<file path="src/sv/urf_pkg.sv">
// ----------------------------------------------------------------------------
// urf_pkg: shared types and constants of the UTF-8 rune range filter
// Holds the channel payload types and the register codes. It also holds the
// group type that the front hands to the back and the UTF-8 lead byte helpers.
// ----------------------------------------------------------------------------
package urf_pkg;

  // Most bytes that one input item can release.
  localparam int SLOTS = 4;

  // Groups buffered between front and back (a power of two).
  localparam int QUEUE_DEPTH = 4;

  // Configuration port widths.
  localparam int CFG_DATA_BITS  = 32;
  localparam int CFG_INDEX_BITS = 2;

  // Register indexes.
  localparam logic [CFG_INDEX_BITS-1:0] REG_RANGE_START  = 2'd0;
  localparam logic [CFG_INDEX_BITS-1:0] REG_RANGE_LENGTH = 2'd1;
  localparam logic [CFG_INDEX_BITS-1:0] REG_KEEP_MODE    = 2'd2;

  // One input item.
  typedef struct packed {
    logic [7:0] text_byte;
    logic       end_of_text;
    logic       no_byte;
  } item_t;

  // One result item.
  typedef struct packed {
    logic [7:0] out_byte;
    logic       out_valid;
    logic       out_last;
  } result_t;

  // Bytes released by one item, with a pass mask per slot and the end flag.
  typedef struct packed {
    logic [SLOTS-1:0][7:0] bytes;
    logic [SLOTS-1:0]      mask;
    logic                  last;
  } group_t;

  // Decoded range: runes with lo <= index < hi are inside when active is set.
  typedef struct packed {
    logic        active;
    logic        keep_mode;
    logic [30:0] lo;
    logic [31:0] hi;
  } range_t;

  // Continuation bytes that a lead byte expects; zero for a one-byte rune.
  function automatic logic [1:0] lead_need(input logic [7:0] b);
    logic [1:0] n;
    n = 2'd0;
    if ((b & 8'hE0) == 8'hC0) begin
      n = 2'd1;
    end else if ((b & 8'hF0) == 8'hE0) begin
      n = 2'd2;
    end else if ((b & 8'hF8) == 8'hF0) begin
      n = 2'd3;
    end
    return n;
  endfunction

  // True for a continuation byte (10xxxxxx).
  function automatic logic is_cont(input logic [7:0] b);
    return (b & 8'hC0) == 8'h80;
  endfunction

endpackage

</file>
<file path="src/sv/urf_config.sv">
// ----------------------------------------------------------------------------
// urf_config: configuration registers of the rune range filter
// Stores the range start, range length and mode. It decodes them at write
// time into the bounds that the front compares rune indexes against.
// ----------------------------------------------------------------------------
module urf_config
  import urf_pkg::*;
(
  input  logic                      clk,
  input  logic                      rst,
  input  logic                      write_en,
  input  logic [CFG_INDEX_BITS-1:0] write_index,
  input  logic [CFG_DATA_BITS-1:0]  write_data,
  output range_t                    rng
);

  logic [31:0] range_start;
  logic [31:0] range_start_next;
  logic [31:0] range_length;
  logic [31:0] range_length_next;
  logic        keep_mode;
  logic        keep_mode_next;
  logic [32:0] hi_sum;
  range_t      rng_next;

  // Select the written register; an index beyond the list changes nothing.
  always_comb begin
    range_start_next  = range_start;
    range_length_next = range_length;
    keep_mode_next    = keep_mode;
    if (write_en) begin
      case (write_index)
        REG_RANGE_START:  range_start_next  = write_data;
        REG_RANGE_LENGTH: range_length_next = write_data;
        REG_KEEP_MODE:    keep_mode_next    = write_data[0];
        default: ;
      endcase
    end
  end

  // Decode the bounds from the new values. The range is live only when the
  // length and the end are both positive; the end then fits in 32 bits.
  always_comb begin
    hi_sum = {range_start_next[31], range_start_next}
           + {range_length_next[31], range_length_next};
    rng_next.active    = !range_length_next[31] && (|range_length_next)
                       && !hi_sum[32] && (|hi_sum);
    rng_next.keep_mode = keep_mode_next;
    rng_next.lo        = range_start_next[31] ? 31'd0 : range_start_next[30:0];
    rng_next.hi        = hi_sum[31:0];
  end

  always_ff @(posedge clk) begin
    if (rst) begin
      range_start  <= '0;
      range_length <= '0;
      keep_mode    <= 1'b0;
      rng          <= '0;
    end else begin
      range_start  <= range_start_next;
      range_length <= range_length_next;
      keep_mode    <= keep_mode_next;
      rng          <= rng_next;
    end
  end

endmodule

</file>
<file path="src/sv/urf_front.sv">
// ----------------------------------------------------------------------------
// urf_front: byte parser and rune classifier
// Accepts one byte per cycle while accept is high, splits the stream into
// UTF-8 runes and numbers them. It marks each released byte as passed or
// dropped and pushes the bytes of one item to the queue as a group.
// ----------------------------------------------------------------------------
module urf_front
  import urf_pkg::*;
#(
  parameter int INDEX_BITS = 32
) (
  input  logic   clk,
  input  logic   rst,
  input  item_t  item,
  input  logic   accept,
  input  range_t rng,
  output group_t group,
  output logic   group_push
);

  localparam int CW = (INDEX_BITS > 32) ? INDEX_BITS : 32;
  localparam logic [INDEX_BITS-1:0] IDX_MAX = '1;

  logic [2:0][7:0]        held_bytes;
  logic [1:0]             held_count;
  logic [1:0]             rune_needed;
  logic [INDEX_BITS-1:0]  rune_count;

  logic [2:0][7:0]        hb;
  logic [1:0]             hc;
  logic [1:0]             nd;
  logic [2:0]             nr;
  logic [SLOTS-1:0][7:0]  sb;
  logic [SLOTS-1:0][1:0]  sr;
  logic [SLOTS-1:0]       sv;
  logic [SLOTS-1:0]       pass;
  logic [SLOTS-1:0]       mask;
  logic [INDEX_BITS:0]    next_sum;
  logic [INDEX_BITS-1:0]  rune_count_next;

  // Pass decision for the first few runes that this item can close.
  always_comb begin
    logic [INDEX_BITS:0]   sum;
    logic [INDEX_BITS-1:0] idx;
    logic                  in_rng;
    for (int k = 0; k < SLOTS; k++) begin
      sum    = {1'b0, rune_count} + (INDEX_BITS+1)'(k);
      idx    = sum[INDEX_BITS] ? IDX_MAX : sum[INDEX_BITS-1:0];
      in_rng = rng.active && (CW'(idx) >= CW'(rng.lo)) && (CW'(idx) < CW'(rng.hi));
      pass[k] = rng.keep_mode ? !in_rng : in_rng;
    end
  end

  // Parse the byte, then handle the end of the string. Released bytes fill
  // the slots in order, each tagged with the number of its rune.
  always_comb begin
    logic [2:0] nb;
    logic [7:0] b;
    hb = held_bytes;
    hc = held_count;
    nd = rune_needed;
    nr = 3'd0;
    nb = 3'd0;
    sb = '0;
    sr = '0;
    sv = '0;
    b  = item.text_byte;
    if (!item.no_byte) begin
      if (hc == 2'd0) begin
        // A fresh byte: either a one-byte rune or a new lead.
        if (lead_need(b) == 2'd0) begin
          sb[nb[1:0]] = b;
          sr[nb[1:0]] = nr[1:0];
          sv[nb[1:0]] = 1'b1;
          nb = nb + 3'd1;
          nr = nr + 3'd1;
        end else begin
          hb[0] = b;
          hc    = 2'd1;
          nd    = lead_need(b);
        end
      end else if (is_cont(b)) begin
        if (hc >= nd) begin
          // The last continuation byte completes the held rune.
          for (int i = 0; i < 3; i++) begin
            if (2'(i) < hc) begin
              sb[nb[1:0]] = hb[i];
              sr[nb[1:0]] = nr[1:0];
              sv[nb[1:0]] = 1'b1;
              nb = nb + 3'd1;
            end
          end
          sb[nb[1:0]] = b;
          sr[nb[1:0]] = nr[1:0];
          sv[nb[1:0]] = 1'b1;
          nb = nb + 3'd1;
          nr = nr + 3'd1;
          hc = 2'd0;
          nd = 2'd0;
        end else begin
          hb[hc] = b;
          hc     = hc + 2'd1;
        end
      end else begin
        // The held lead fails: each held byte becomes a rune of its own.
        for (int i = 0; i < 3; i++) begin
          if (2'(i) < hc) begin
            sb[nb[1:0]] = hb[i];
            sr[nb[1:0]] = nr[1:0];
            sv[nb[1:0]] = 1'b1;
            nb = nb + 3'd1;
            nr = nr + 3'd1;
          end
        end
        hc = 2'd0;
        nd = 2'd0;
        if (lead_need(b) == 2'd0) begin
          sb[nb[1:0]] = b;
          sr[nb[1:0]] = nr[1:0];
          sv[nb[1:0]] = 1'b1;
          nb = nb + 3'd1;
          nr = nr + 3'd1;
        end else begin
          hb[0] = b;
          hc    = 2'd1;
          nd    = lead_need(b);
        end
      end
    end
    if (item.end_of_text) begin
      // At the end a still open rune fails the same way.
      for (int i = 0; i < 3; i++) begin
        if (2'(i) < hc) begin
          sb[nb[1:0]] = hb[i];
          sr[nb[1:0]] = nr[1:0];
          sv[nb[1:0]] = 1'b1;
          nb = nb + 3'd1;
          nr = nr + 3'd1;
        end
      end
      hc = 2'd0;
      nd = 2'd0;
    end
  end

  // Mask each slot with the decision for its rune.
  always_comb begin
    for (int j = 0; j < SLOTS; j++) begin
      mask[j] = sv[j] && pass[sr[j]];
    end
  end

  // Saturating rune counter, back to zero after each end.
  always_comb begin
    next_sum = {1'b0, rune_count} + (INDEX_BITS+1)'(nr);
    if (item.end_of_text) begin
      rune_count_next = '0;
    end else if (next_sum[INDEX_BITS]) begin
      rune_count_next = IDX_MAX;
    end else begin
      rune_count_next = next_sum[INDEX_BITS-1:0];
    end
  end

  // A group goes out when it carries a passed byte or closes the string.
  assign group.bytes = sb;
  assign group.mask  = mask;
  assign group.last  = item.end_of_text;
  assign group_push  = accept && ((|mask) || item.end_of_text);

  // Parser state.
  always_ff @(posedge clk) begin
    if (rst) begin
      held_count  <= 2'd0;
      rune_needed <= 2'd0;
      rune_count  <= '0;
    end else if (accept) begin
      held_count  <= hc;
      rune_needed <= nd;
      rune_count  <= rune_count_next;
    end
  end

  // Held bytes carry data only and need no reset.
  always_ff @(posedge clk) begin
    if (accept) begin
      held_bytes <= hb;
    end
  end

endmodule

</file>
<file path="src/sv/urf_queue.sv">
// ----------------------------------------------------------------------------
// urf_queue: group queue between front and back
// A small first-in first-out buffer of byte groups. The head entry is shown
// directly so that the back can serialize it.
// ----------------------------------------------------------------------------
module urf_queue
  import urf_pkg::*;
(
  input  logic   clk,
  input  logic   rst,
  input  group_t wr_group,
  input  logic   wr_en,
  input  logic   rd_en,
  output group_t head,
  output logic   head_valid,
  output logic   q_full
);

  localparam int PTR_BITS = $clog2(QUEUE_DEPTH);

  group_t              entries [QUEUE_DEPTH];
  logic [PTR_BITS-1:0] wr_ptr;
  logic [PTR_BITS-1:0] rd_ptr;
  logic [PTR_BITS:0]   count;

  assign head       = entries[rd_ptr];
  assign head_valid = (count != '0);
  assign q_full     = (count == (PTR_BITS+1)'(QUEUE_DEPTH));

  // Pointers wrap naturally since the depth is a power of two.
  always_ff @(posedge clk) begin
    if (rst) begin
      wr_ptr <= '0;
      rd_ptr <= '0;
      count  <= '0;
    end else begin
      if (wr_en) begin
        wr_ptr <= wr_ptr + PTR_BITS'(1);
      end
      if (rd_en) begin
        rd_ptr <= rd_ptr + PTR_BITS'(1);
      end
      if (wr_en && !rd_en) begin
        count <= count + (PTR_BITS+1)'(1);
      end else if (rd_en && !wr_en) begin
        count <= count - (PTR_BITS+1)'(1);
      end
    end
  end

  // Entry storage.
  always_ff @(posedge clk) begin
    if (wr_en) begin
      entries[wr_ptr] <= wr_group;
    end
  end

endmodule

</file>
<file path="src/sv/urf_back.sv">
// ----------------------------------------------------------------------------
// urf_back: result serializer
// Walks the passed bytes of the head group one per transaction. It marks the
// last byte of a string and stands in an empty closing result when an end
// group passed nothing.
// ----------------------------------------------------------------------------
module urf_back
  import urf_pkg::*;
(
  input  logic    clk,
  input  logic    rst,
  input  group_t  head,
  input  logic    head_valid,
  output logic    head_pop,
  input  logic    pop,
  output logic    empty,
  output result_t result
);

  logic [SLOTS-1:0] taken;
  logic [SLOTS-1:0] rem;
  logic [SLOTS-1:0] pick;
  logic [SLOTS-1:0] rest;
  logic [7:0]       sel_byte;
  logic             xfer;

  // Lowest passed byte not yet delivered.
  always_comb begin
    rem      = head.mask & ~taken;
    pick     = rem & (~rem + SLOTS'(1));
    rest     = rem & ~pick;
    sel_byte = 8'd0;
    for (int j = 0; j < SLOTS; j++) begin
      if (pick[j]) begin
        sel_byte = head.bytes[j];
      end
    end
  end

  assign empty            = !head_valid;
  assign result.out_byte  = sel_byte;
  assign result.out_valid = |rem;
  assign result.out_last  = head.last && (rest == '0);

  // The group leaves the queue with its final transaction.
  assign xfer     = pop && head_valid;
  assign head_pop = xfer && (rest == '0);

  always_ff @(posedge clk) begin
    if (rst) begin
      taken <= '0;
    end else if (xfer) begin
      if (rest == '0) begin
        taken <= '0;
      end else begin
        taken <= taken | pick;
      end
    end
  end

endmodule

</file>
<file path="src/sv/utf8_rune_range_filter.sv">
// ----------------------------------------------------------------------------
// utf8_rune_range_filter: UTF-8 rune range filter, top level
// Splits a byte string into runes and passes the runes whose index lies in a
// configured range (substring) or outside it (remove).
//
//   channel   handshake        payload     moves
//   item      push / full      item_t      one string byte or an end marker
//   result    empty / pop      result_t    one output byte or empty close
//   config    write_en         index,data  one register write
//
// An item is accepted in every cycle in which the queue has room; the parse
// and the range compare of one byte are combinational in the front.
// Results leave at one per cycle while pop is high; an item that releases N
// bytes holds the back for N pops, so the sustained rate is one byte of
// output per cycle. An accepted item's results wait behind the groups
// ahead of it. A four-group queue lets the front run on while results stall.
// Synchronous reset clears all control state.
// ----------------------------------------------------------------------------
module utf8_rune_range_filter
  import urf_pkg::*;
#(
  parameter int INDEX_BITS = 32
) (
  input  logic                      clk,
  input  logic                      rst,
  input  logic                      push,
  output logic                      full,
  input  item_t                     item,
  output logic                      empty,
  input  logic                      pop,
  output result_t                   result,
  input  logic                      write_en,
  input  logic [CFG_INDEX_BITS-1:0] write_index,
  input  logic [CFG_DATA_BITS-1:0]  write_data
);

  range_t rng;
  group_t group;
  group_t head;
  logic   group_push;
  logic   head_valid;
  logic   head_pop;
  logic   accept;

  assign accept = push && !full;

  // Configuration registers and decoded range.
  urf_config u_config (
    .clk         (clk),
    .rst         (rst),
    .write_en    (write_en),
    .write_index (write_index),
    .write_data  (write_data),
    .rng         (rng)
  );

  // Parser and classifier.
  urf_front #(
    .INDEX_BITS (INDEX_BITS)
  ) u_front (
    .clk        (clk),
    .rst        (rst),
    .item       (item),
    .accept     (accept),
    .rng        (rng),
    .group      (group),
    .group_push (group_push)
  );

  // Decoupling queue.
  urf_queue u_queue (
    .clk        (clk),
    .rst        (rst),
    .wr_group   (group),
    .wr_en      (group_push),
    .rd_en      (head_pop),
    .head       (head),
    .head_valid (head_valid),
    .q_full     (full)
  );

  // Result serializer.
  urf_back u_back (
    .clk        (clk),
    .rst        (rst),
    .head       (head),
    .head_valid (head_valid),
    .head_pop   (head_pop),
    .pop        (pop),
    .empty      (empty),
    .result     (result)
  );

endmodule

</file>
<file path="config.mk">
export PLATFORM = sky130hd
export DESIGN_NAME = utf8_rune_range_filter
export DESIGN_NICKNAME = d
export VERILOG_FILES = /design/src/sv/urf_pkg.sv /design/src/sv/urf_config.sv /design/src/sv/urf_front.sv /design/src/sv/urf_queue.sv /design/src/sv/urf_back.sv /design/src/sv/utf8_rune_range_filter.sv
export SDC_FILE = /design/constraint.sdc
export NUM_CORES = 1
export LEC_CHECK = 0
export BUFFER_PORTS_ARGS = -buffer_cell sky130_fd_sc_hd__buf_4
export CAP_MARGIN = 10
export CORE_MARGIN = 1
export CORE_UTILIZATION = 55
export CTS_CLUSTER_DIAMETER = 40
export CTS_CLUSTER_SIZE = 20
export DETAILED_ROUTE_END_ITERATION = 10
export GPL_TIMING_DRIVEN = 0
export PLACE_DENSITY = 0.71
export SETUP_SLACK_MARGIN = 0.02
export SYNTH_ARGS = -nofsm -noshare
export SYNTH_HDL_FRONTEND = slang
export SYNTH_HIERARCHICAL = 1
export SYNTH_SLANG_ARGS = --single-unit
</file>
<file path="constraint.sdc">
create_clock -name clk -period 12.67 [get_ports clk]
set_input_delay 1.9005 -clock clk [delete_from_list [all_inputs] [get_ports clk]]
set_output_delay 1.9005 -clock clk [all_outputs]
set_load 0.1 [all_outputs]
</file>
Word-level counts from Yosys, hierarchy flattened
Memories as Yosys holds them, arrays and structs flattened. A register that Yosys moved wholly into a read port is not among the register bits.
Cells that the tools add are included.
- flip-flop bits (word level): 200
- bits in latches: 0
- RAM bits: 148
- memory bits (read-only): 0
- output and inout bits: 12
- memories: 1
- add/subtract/negate cells: 22
- multipliers: 0
- div/mod/pow operators: 0
- magnitude comparators: 39
- equality and inequality tests: 10
- shift-type cells: 0
- muxes and demuxes: 296
- bitwise logic cells: 22
- reductions and logical operators: 57
- memories (name ; depth ; bits a word ; read ports ; clocked after Yosys merged registers in ; write ports ; line ; RTL):
    u_queue.entries ; 4 ; 37 ; 1 ; 1 ; 1 ; urf_queue.sv:21 ; group_t entries [QUEUE_DEPTH];
- operators with widths (cell ; count):
    32-bit 2-to-1 mux ; 37
    8-bit 2-to-1 mux ; 56
    32-bit bitwise mux ; 9
    8-bit demux with 2-bit select ; 10
    32-bit by 31-bit greater-or-equal comparator with 1-bit output ; 4
    32-bit less-than comparator ; 4
    2-bit 2-to-1 mux ; 61
    4-bit 2-to-1 mux ; 29
    24-bit 2-to-1 mux ; 3
    3-bit 2-to-1 mux ; 24
    32-bit by 2-bit adder with 33-bit output (second input constant) ; 2
    8-bit bitwise mux ; 6
    2-bit by 3-bit less-than comparator with 1-bit output (second input constant) ; 14
    2-bit demux with 2-bit select ; 9
    1-bit 2-to-1 mux ; 35
    32-bit by 1-bit adder with 33-bit output (second input constant) ; 1
    32-bit by 3-bit adder with 33-bit output ; 1
    32-bit by 32-bit adder with 33-bit output ; 1
    33-bit OR reduction ; 1
    1-bit logical AND ; 32
    16-bit 2-to-1 mux ; 2
    4-bit OR ; 8
    32-bit OR reduction ; 1
    24-bit bitwise mux ; 1
    35 further kinds ; 95

Logic depth before layout (Yosys ltp)
Gate-level depths: netlist of the first run.
- depth in word-level cells: 47
- mapped depth: 31
- mapped depth without buffers: 29

By module
The synthesis of the first run kept the hierarchy.
- modules (own cells, without submodules) (module ; times used ; cells each ; area an instance (µm²)):
    urf_front ; 1 ; 1881 ; 13514.2
    urf_config ; 1 ; 826 ; 6949.2
    urf_queue ; 1 ; 237 ; 5825.6
    urf_back ; 1 ; 62 ; 475.5
    utf8_rune_range_filter ; 1 ; 1 ; 13.8

Worst setup path after synthesis of the first run
OpenSTA, ideal clock, no wires.
- kind: input to register
- start point: in item[0] (netlist name)
- end point: mem u_queue/entries[0][0] (netlist name) (enable)
- setup time: 0.398 ns
- arrival: 6.869 ns
- required time: 12.272 ns
- setup slack: 5.403 ns
- stages on the path: 21
- buffers on the path: 3
- cells stage by stage: clkbuf_1 > or2_1 > buf_2 > a211oi_1 > o21ai_0 > inv_1 > a21oi_1 > inv_1 > ha_1 > nand2_1 > o21a_1 > ha_1 > a221oi_2 > a21bo_1 > buf_6 > and4b_1 > a311o_1 > or3_1 > a31oi_1 > o41a_1 > and2_1
- RTL lines (what ; line ; RTL):
    start, declared ; utf8_rune_range_filter.sv:28 ; input item_t item,
    end, declared ; urf_queue.sv:21 ;

==> impl_results.md, run 1 <==
- Chip width: between 200 and 250 um
- Buffers on Ports: 54
- Worst hold path depth: 2
- Kind of end point of the critical path: flip-flop
- Synthesis-stage register bit count: 350
- GRT Util Overall: between 30% and 40%
- Setup Buffers After CTS: 0
- Cell with the largest stage delay on the worst path: nor3_1
- Final Setup Violations: 0
- Yosys Warn Count: 6
- Via count: 24760
- Status: completed
- CTS resizes: 0
- Combinational share of power: between 20 and 30%
- Hold wc startpoint: u_queue/count[2]$_SDFFE_PP0P_
- Power Dens Cells: 124.6 nW/um2
- Hold endpoint: u_queue/count[2]$_SDFFE_PP0P_
- H-tree levels: 2
- Max incr delay on CP: between 0.9 and 1 ns
- Drt drc: 0
- Largest net degree at the start of global routing: 29
- Sequential fraction of the synthesis area: between 30% and 40%
- Initial detailed-routing violation count: between 2000 and 3000
- Synth unique cells: just under 100
- Main flop type after synthesis: dfxtp_1
- CTS Sinks: 350
- Root Driver: clkbuf_16
- Worst-case clock buffer depth: 3
- Starting Density: a little under three fifths
- Hold WC Path Type: flip-flop to flip-flop
- R2R setup slack: 2.94 ns
- Setup CP Type: flip-flop to flip-flop
- Skew-Pair Late Insertion Delay: between 0.6 and 0.7 ns
- Initial antenna violation count: 1
- Gr ovfl total: 0
- Worst vdd ir: roughly 0.00015 V
- Async set-reset flop share out of synthesis: 0%
- Final Max Slew Viols: 0
- Pleak: 12.70 nW
- Max_slew headroom: 18.95%
- I/O pins: 61
- Buf/Inv on CP: 4
- Seq pwr share: 35.1%
- Final nets: ~3500
- Hold Violations, Final: 0
- # hold bufs at CTS: 0
- Int Power: approximately 2.4 mW
- Final ANT Viol Nets: 0
- Fmax: 102.8 MHz
- Worst Max-Slew Pin Slew: between 1 and 1.5 ns
- Placed Cells: 3681
- Die Y: 222.7 um
- RR Startpoint: u_front/rune_count[0]$_SDFFE_PP0P_
- Mapped cell area: ~27000 um2
- Final period utilization: approximately three quarters
- Final min period: 9.730 ns
- Net switching power: 1.294 mW
- Worst-case reg-to-reg path depth: 24
- Switching Share: 34.78%
- CTS tree: done
- Reg2reg end: u_queue/count[2]$_SDFFE_PP0P_
- CP required: around 13 ns
- HPWL Detailed: roughly 74 mm
- Worst EP arrival: a little over 10 ns
- Routed WL: between 90 and 100 mm
- Global-route wire length before repair: ~140 mm
- Share of cells above drive strength 1: 8.800%
- Clock Pin Slew Worst Setup and Hold Paths: 0.06 ns
- CORE AREA: roughly 48000 um2
- Cell depth of the worst setup path: 24
- Worst path top cell family by delay: simple AND/OR/NAND/NOR gates
- CP cell instances: clkbuf_1 -> inv_1 -> ha_1 -> nor3_1 -> nand3_1 -> clkbuf_1 -> o21ai_0 -> ha_1 -> nand2_1 -> nor4_1 -> o211ai_1 -> a311oi_1 -> nor4b_1 -> or3_1 -> xor2_1 -> or3_1 -> a31oi_1 -> o41a_1 -> ha_1 -> inv_1 -> fa_1 -> xor2_1 -> or3_1 -> a21oi_1
- Gpl congestion: around 1.1
- Vias per cell: around 6.6
- Max-cap viol count: 0
- RSZ-0062 raised after global routing: no
- Vias in the first global route: ~24000
- Cells after Synth: 3007
- Post-synthesis area per instance: about 9 um2
- Number of flops mapped to enable cells by yosys: 172
- Die area: approximately 50000 um2
- Cell with the most instances after synthesis: ha_1
- Non-filler instance count after layout: 3776
- Layout area overhead: 11.52%
- WHS: 0.5136 ns
- Filler cell count: roughly 4100
- Wire per inst: 25.08 um
- Worst-path fanout max: 10
- Clock Power Share: between 30% and 40%
- FP Rows: 80
- DR pass1 iterations: 8
- Synth top area cells: edfxtp_1, ha_1, dfxtp_1
- Commonest cells in the netlist: ha_1, nor2_1, nand2_1
- Total CTS buffers: 50
- Final setup TNS: 0 ns
- Clock Skew: approximately 0.047 ns
- Synth Net Count: between 3000 and 4000
- Top cell type's share of synthesized area: approximately a fifth
- Synth area leader: edfxtp_1
- Startpoint types: flip-flop
==> worst register-to-register path, stage by stage (launching register included) <==
cell,delay [ns]
dfxtp_1,0.36
clkbuf_1,0.45
inv_1,0.33
ha_1,0.36
nor3_1,0.95
nand3_1,0.69
clkbuf_1,0.45
o21ai_0,0.31
ha_1,0.22
nand2_1,0.06
nor4_1,0.69
o211ai_1,0.19
a311oi_1,0.62
nor4b_1,0.11
or3_1,0.49
xor2_1,0.23
or3_1,0.38
a31oi_1,0.85
o41a_1,0.60
ha_1,0.29
inv_1,0.06
fa_1,0.37
xor2_1,0.19
or3_1,0.33
a21oi_1,0.14
==> per-layer routing <==
| metal | vias up | global-route usage [%] | wire (um) | share of wire (%) |
|---|---|---|---|---|
| met2 | 1238 | 64.51 | 45540 | 48 |
| met4 | 0 | 19.84 | 5258 | 5.6 |
| met5 | - | 0 | 0 | 0 |
| met3 | 254 | 7.035 | 7596 | 8.0 |
| met1 | 11860 | 44.54 | 36320 | 38 |
| li1 | 11400 | - | - | - |
==> metrics by stage <==
stage	setup slack, ns	total power [mW]	util [%]	area, um2
floorplan	5.403	1.969	-	26780
detailed placement	3.292	2.232	58.61	28040
global route	2.827	3.841	62.42	29860
finish	2.940	3.720	62.42	29860
CTS	3.461	3.721	62.41	29860
global placement	2.789	2.210	58.42	27950
==> worst max-delay path by stage <==
stage / start / end / slack (ns)
after floorplan: item[0] / u_queue/entries[0][0]$_DFFE_PP_ / 5.40
after global placement: u_front/rune_count[0]$_SDFFE_PP0P_ / u_queue/entries[1][14]$_DFFE_PP_ / 2.79
after detailed placement: item[5] / u_queue/count[2]$_SDFFE_PP0P_ / 3.29
after CTS: u_front/rune_count[0]$_SDFFE_PP0P_ / u_queue/count[2]$_SDFFE_PP0P_ / 3.46
after global routing: u_front/rune_count[0]$_SDFFE_PP0P_ / u_queue/count[2]$_SDFFE_PP0P_ / 2.83
final: u_front/rune_count[0]$_SDFFE_PP0P_ / u_queue/count[2]$_SDFFE_PP0P_ / 2.94
==> power groups by stage <==
stage          Clock (mW)  Sequential, mW  Combinational [mW]
2_1_floorplan           0            1.32               0.652
3_3_place_gp            0            1.32               0.885
3_5_place_dp            0            1.33               0.904
4_1_cts              1.50            1.31               0.917
5_1_grt              1.54            1.31               0.983
6_report             1.48            1.31               0.934
==> cell families (layout without fill, tap and decap cells) <==
kind of cell | after synthesis | after routing | synth area share (%)
and+or+nand+nor | 983 | 983 | 17.80
DFF | 350 | 350 | 32.60
buffers and inverters | 339 | 491 | 5.233
adders and majority gates | 316 | 316 | 14.79
xor gates and xnor gates | 115 | 115 | 3.761
AOI/OAI and AO/OA | 747 | 747 | 17.95
muxes | 157 | 157 | 7.868
other | 0 | 2 | 0
==> registers in the layout (all words and copies together), names as in the netlist, named ones only <==
| name | count |
|---|---|
| u_front/rune_count | 32 |
| u_config/keep_mode | 1 |
| u_queue/count | 3 |
| u_back/taken | 4 |
| u_config/rng | 64 |
| u_front/held_count | 2 |
| u_queue/wr_ptr | 2 |
| u_config/range_start | 32 |
| u_front/rune_needed | 2 |
| u_queue/rd_ptr | 2 |
| u_front/held_bytes | 24 |
| u_queue/entries | 148 |
| u_config/range_length | 32 |
==> cells in the final DEF (no fill, tap or decap), types with 23 or more instances in the layout <==
master / count
mux2_2: 31
nor2_1: 275
a21oi_1: 212
o21a_1: 24
nand4_1: 66
o21ai_0: 158
a22oi_1: 27
xor2_1: 39
nand2_1: 269
dfxtp_1: 178
nor4_1: 23
xnor2_1: 76
inv_1: 177
ha_1: 306
clkbuf_16: 50
o22ai_1: 28
clkbuf_1: 114
o211ai_1: 37
a211oi_1: 54
edfxtp_1: 172
mux4_2: 30
buf_4: 58
and3_1: 45
nand3_1: 99
nor3_1: 50
mux2i_1: 87
a21o_1: 36
a31oi_1: 34
==> final cells by class <==
class | instances | area [um2] | area share [%]
well taps | 615 | 769.5 | 2.577
diodes | 2 | 5.005 | 0.01676
inverters | 178 | 668.1 | 2.237
multi-input cells | 2318 | 16650 | 55.77
clock inverters | 42 | 560.5 | 1.877
flip-flops and latches | 350 | 8728 | 29.23
repair buffers | 59 | 490.5 | 1.642
clock buffers | 51 | 1255 | 4.202
plain buffers | 161 | 733.2 | 2.455
(Power assumes the default switching activity.)
==> run 2, diff against run 1 <==
--- a/config.mk
+++ b/config.mk
@@ -5,6 +5,7 @@
 export SDC_FILE = /design/constraint.sdc
 export NUM_CORES = 1
 export LEC_CHECK = 0
+export ABC_AREA = 1
 export BUFFER_PORTS_ARGS = -buffer_cell sky130_fd_sc_hd__buf_4
 export CAP_MARGIN = 10
 export CORE_MARGIN = 1
@@ -13,7 +14,7 @@
 export CTS_CLUSTER_SIZE = 20
 export DETAILED_ROUTE_END_ITERATION = 10
 export GPL_TIMING_DRIVEN = 0
-export PLACE_DENSITY = 0.71
+export PLACE_DENSITY = 0.74
 export SETUP_SLACK_MARGIN = 0.02
 export SYNTH_ARGS = -nofsm -noshare
 export SYNTH_HDL_FRONTEND = slang
==> constraint.sdc (replaced) <==
create_clock -name clk -period 7.9 [get_ports clk]
set_input_delay 1.185 -clock clk [delete_from_list [all_inputs] [get_ports clk]]
set_output_delay 1.185 -clock clk [all_outputs]
set_load 0.1 [all_outputs]
==> run 2 against run 1 <==
Effect of this change:
- sequential power grew 61%
- fmax grew 31%
- via count grew 14%
- count of clock-buffer cells in the layout grew 6
- largest cell class unchanged
- combinational power grew 94%
- clock power grew 65%
==> impl_results.md, run 2 <==
- Max incr delay on CP: between 0.5 and 0.6 ns
- Cell with the most instances after synthesis: nand2_1
- Largest net degree at the start of global routing: 38
- Share of cells above drive strength 1: 11.27%
- CTS resizes: 0
- Synth unique cells: 69
- Most common cell after layout, fill and taps aside: nand2_1
- Mapped cell area: approximately 29000 um2
- Final Setup Violations: 0
- Wire length on met3: between 10 and 15 mm
- Int Power: between 3 and 4 mW
- Synth top area cells: edfxtp_1, ha_1, dfxtp_1
- Finished Core Util: 62.17%
- Fmax: between 100 and 150 MHz
- RSZ-0062 raised after global routing: no
- H-tree levels: 2
- Combinational share of power: approximately 28%
- Pre-CTS setup slack: approximately 0.039 ns
- Wire per inst: between 15 and 20 um
- Most frequent cells in the layout: nand2_1, inv_1, nor2_1
- GRT Util Overall: a little over a third
- CORE AREA: 51410 um2
- Hold wc startpoint: u_queue/rd_ptr[1]$_SDFFE_PP0P_
- Drt drc: 0
- Diodes inserted: 0
- FP Rows: 83
- Power Total: between 6 and 7 mW
- I/O pins: 61
- CP required: about 8.4 ns
- Worst-case reg-to-reg path depth: 35
- Status: completed
- Cell with the largest stage delay on the worst path: clkbuf_1
- Top layer used by detailed routing: met4
- Worst vdd ir: 0.0002370 V
- Worst-case clock buffer depth: 3
- Clock Power Share: between 30% and 40%
- RR Startpoint: u_front/held_count[1]$_SDFFE_PP0P_
- Max-cap viol count: 0
- Met2 WL: about 39 mm
- Setup Buffers After CTS: 0
- Pleak: 14.92 nW
- Final nets: 4492
- Skew-Pair Late Insertion Delay: ~0.63 ns
- Switching Share: 37.39%
- Routed WL: about 95 mm
- Initial detailed-routing violation count: ~3600
- DR pass1 iterations: 6
- Reg2reg end: u_front/rune_count[2]$_SDFFE_PP0P_
- Max_slew headroom: around 25%
- Die area: 53070 um2
- Top flop regs: u_queue/entries: 148 flops, u_config/rng: 64 flops
- Worst Max-Slew Pin Slew: around 1.1 ns
- Final min period: between 7 and 8 ns
- Worst hold path depth: 1
- HPWL Detailed: 75.20 mm
- Global-route wire length before repair: 145.0 mm
- Chip width: 230.4 um
- Number of flip-flops in the largest register: roughly 150
- Sequential fraction of the synthesis area: a little under a third
- # hold bufs at CTS: 0
- Commonest cells in the netlist: nand2_1, inv_1, nor2_1
- Clock Pin Slew Worst Setup and Hold Paths: roughly 0.060 ns
- Total CTS buffers: between 50 and 60
- Final setup TNS: 0 ns
- Final period utilization: ~94%
- Die Y: 230.4 um
- Synth area leader: edfxtp_1
- Clock Skew: approximately 0.043 ns
- Worst-path fanout max: 10
- Gpl congestion: 1.095
- Top cell by count, worst path: inv_1
- Post-synthesis area per instance: between 7 and 8 um2
- Layout area overhead: 11.41%
- Synthesis-stage register bit count: 350
- Number of flops mapped to enable cells by yosys: between 150 and 200
- Vias in the first global route: approximately 26000
- R2R setup slack: ~0.48 ns
- Final setup margin: between 0.4 and 0.5 ns
- Power Dens Cells: slightly below 200 nW/um2
- DRT met1 WL: roughly 42 mm
- Hold WC Path Type: flip-flop to flip-flop
- Filler cell count: roughly 4900
- Hold Violations, Final: 0
- Via count: ~28000
- Seq pwr share: about a third
- CTS tree: done
- Net switching power: about 2.4 mW
- Setup CP Type: flip-flop to flip-flop
- Main flop type after synthesis: dfxtp_1
- Startpoint types: flip-flop
- Synth Net Count: 4375
- WHS: 0.4468 ns
- Top cell type's share of synthesized area: 18.01%
- Kind of end point of the critical path: flip-flop
- Largest Register: u_queue/entries
- Gr ovfl total: 0
- Async set-reset flop share out of synthesis: 0%
- Initial antenna violation count: 1
- Buffers on Ports: 57
- Cells after Synth: approximately 4000
- Yosys Warn Count: 6
- Final Max Slew Viols: 0
- Worst EP arrival: 7.92 ns
- Starting Density: between 50% and 60%
- Final ANT Viol Nets: 0
- Vias per cell: around 5.8
- Root Driver: clkbuf_16
- CTS Sinks: 350
-- run 2: changes by cell type after synthesis, moves of 85 or more --
cell	before	now
nand3_1	99	242
nor2_1	275	438
o21ai_0	158	308
mux2i_1	87	2
nand2_1	269	852
inv_1	177	515
-- run 2: power groups by stage --
| stage | registers (mW) | logic (mW) | clock network (mW) |
|---|---|---|---|
| global route | 2.12 | 1.95 | 2.55 |
| floorplan | 2.13 | 1.27 | 0 |
| detailed placement | 2.14 | 1.76 | 0 |
| global placement | 2.14 | 1.73 | 0 |
| finish | 2.11 | 1.81 | 2.44 |
| CTS | 2.11 | 1.77 | 2.48 |
-- run 2: cell type report --
class / instances / area (um2) / share of cell area [%]
tap: 680 / 850.8 / 2.662
clock inverter: 44 / 524.3 / 1.641
sequential: 350 / 8728 / 27.31
multi-input combinational: 2995 / 17170 / 53.74
timing repair buffer: 61 / 499.2 / 1.562
buffer: 129 / 748.2 / 2.341
inverter: 543 / 2049 / 6.413
clock buffer: 57 / 1383 / 4.326
-- run 2: through the flow --
stage | instance area, um2 | std cells
floorplan | 28680 | 4017
global placement | 29960 | 4754
detailed placement | 30030 | 4757
CTS | 31930 | 4858
global route | 31960 | 4859
finish | 31960 | 4859
-- run 2: per-layer routing --
| layer | vias up | global-route usage [%] |
|---|---|---|
| met5 | - | 0 |
| met4 | 0 | 13.04 |
| met3 | 199 | 6.411 |
| met2 | 1455 | 52.07 |
| met1 | 13010 | 51.61 |
| li1 | 13680 | - |
-- run 2: how the worst max path moves through the flow --
stage / cells past startpoint / slack [ns] / startpoint / to
floorplan: 32 / 2.17 / item[5] / u_front/rune_count[5]$_SDFFE_PP0P_
detailed placement: 32 / 0.04 / item[5] / u_front/rune_count[31]$_SDFFE_PP0P_
global route: 35 / 0.14 / u_front/held_count[1]$_SDFFE_PP0P_ / u_front/rune_count[3]$_SDFFE_PP0P_
global placement: 32 / 0.09 / item[5] / u_front/rune_count[31]$_SDFFE_PP0P_
CTS: 33 / 0.56 / u_front/held_count[1]$_SDFFE_PP0P_ / u_front/rune_count[2]$_SDFFE_PP0P_
finish: 35 / 0.48 / u_front/held_count[1]$_SDFFE_PP0P_ / u_front/rune_count[2]$_SDFFE_PP0P_
-- run 2: worst max-delay path, delay by kind of cell (launching register included) --
family / cells / cell delay (ns)
xor gates and xnor gates: 2 / 0.23
AOI/OAI and AO/OA: 5 / 1.18
adders and majority gates: 5 / 1.41
and+or+nand+nor: 13 / 2.28
DFF: 1 / 0.48
buffers and inverters: 10 / 1.68
-- run 2: kinds of logic (layout without fill, tap and decap cells) --
family                   count (synthesis)  in the layout  synth area share, %
XOR/XNOR                                51             51                1.557
multiplexers                             2              2              0.06980
AND/OR/NAND/NOR                       1870           1870                29.71
buffers and inverters                  672            834                9.753
AO/OA/AOI/OAI                          763            763                14.92
flip-flops                             350            350                30.43
adder cells (fa/ha/maj)                309            309                13.56
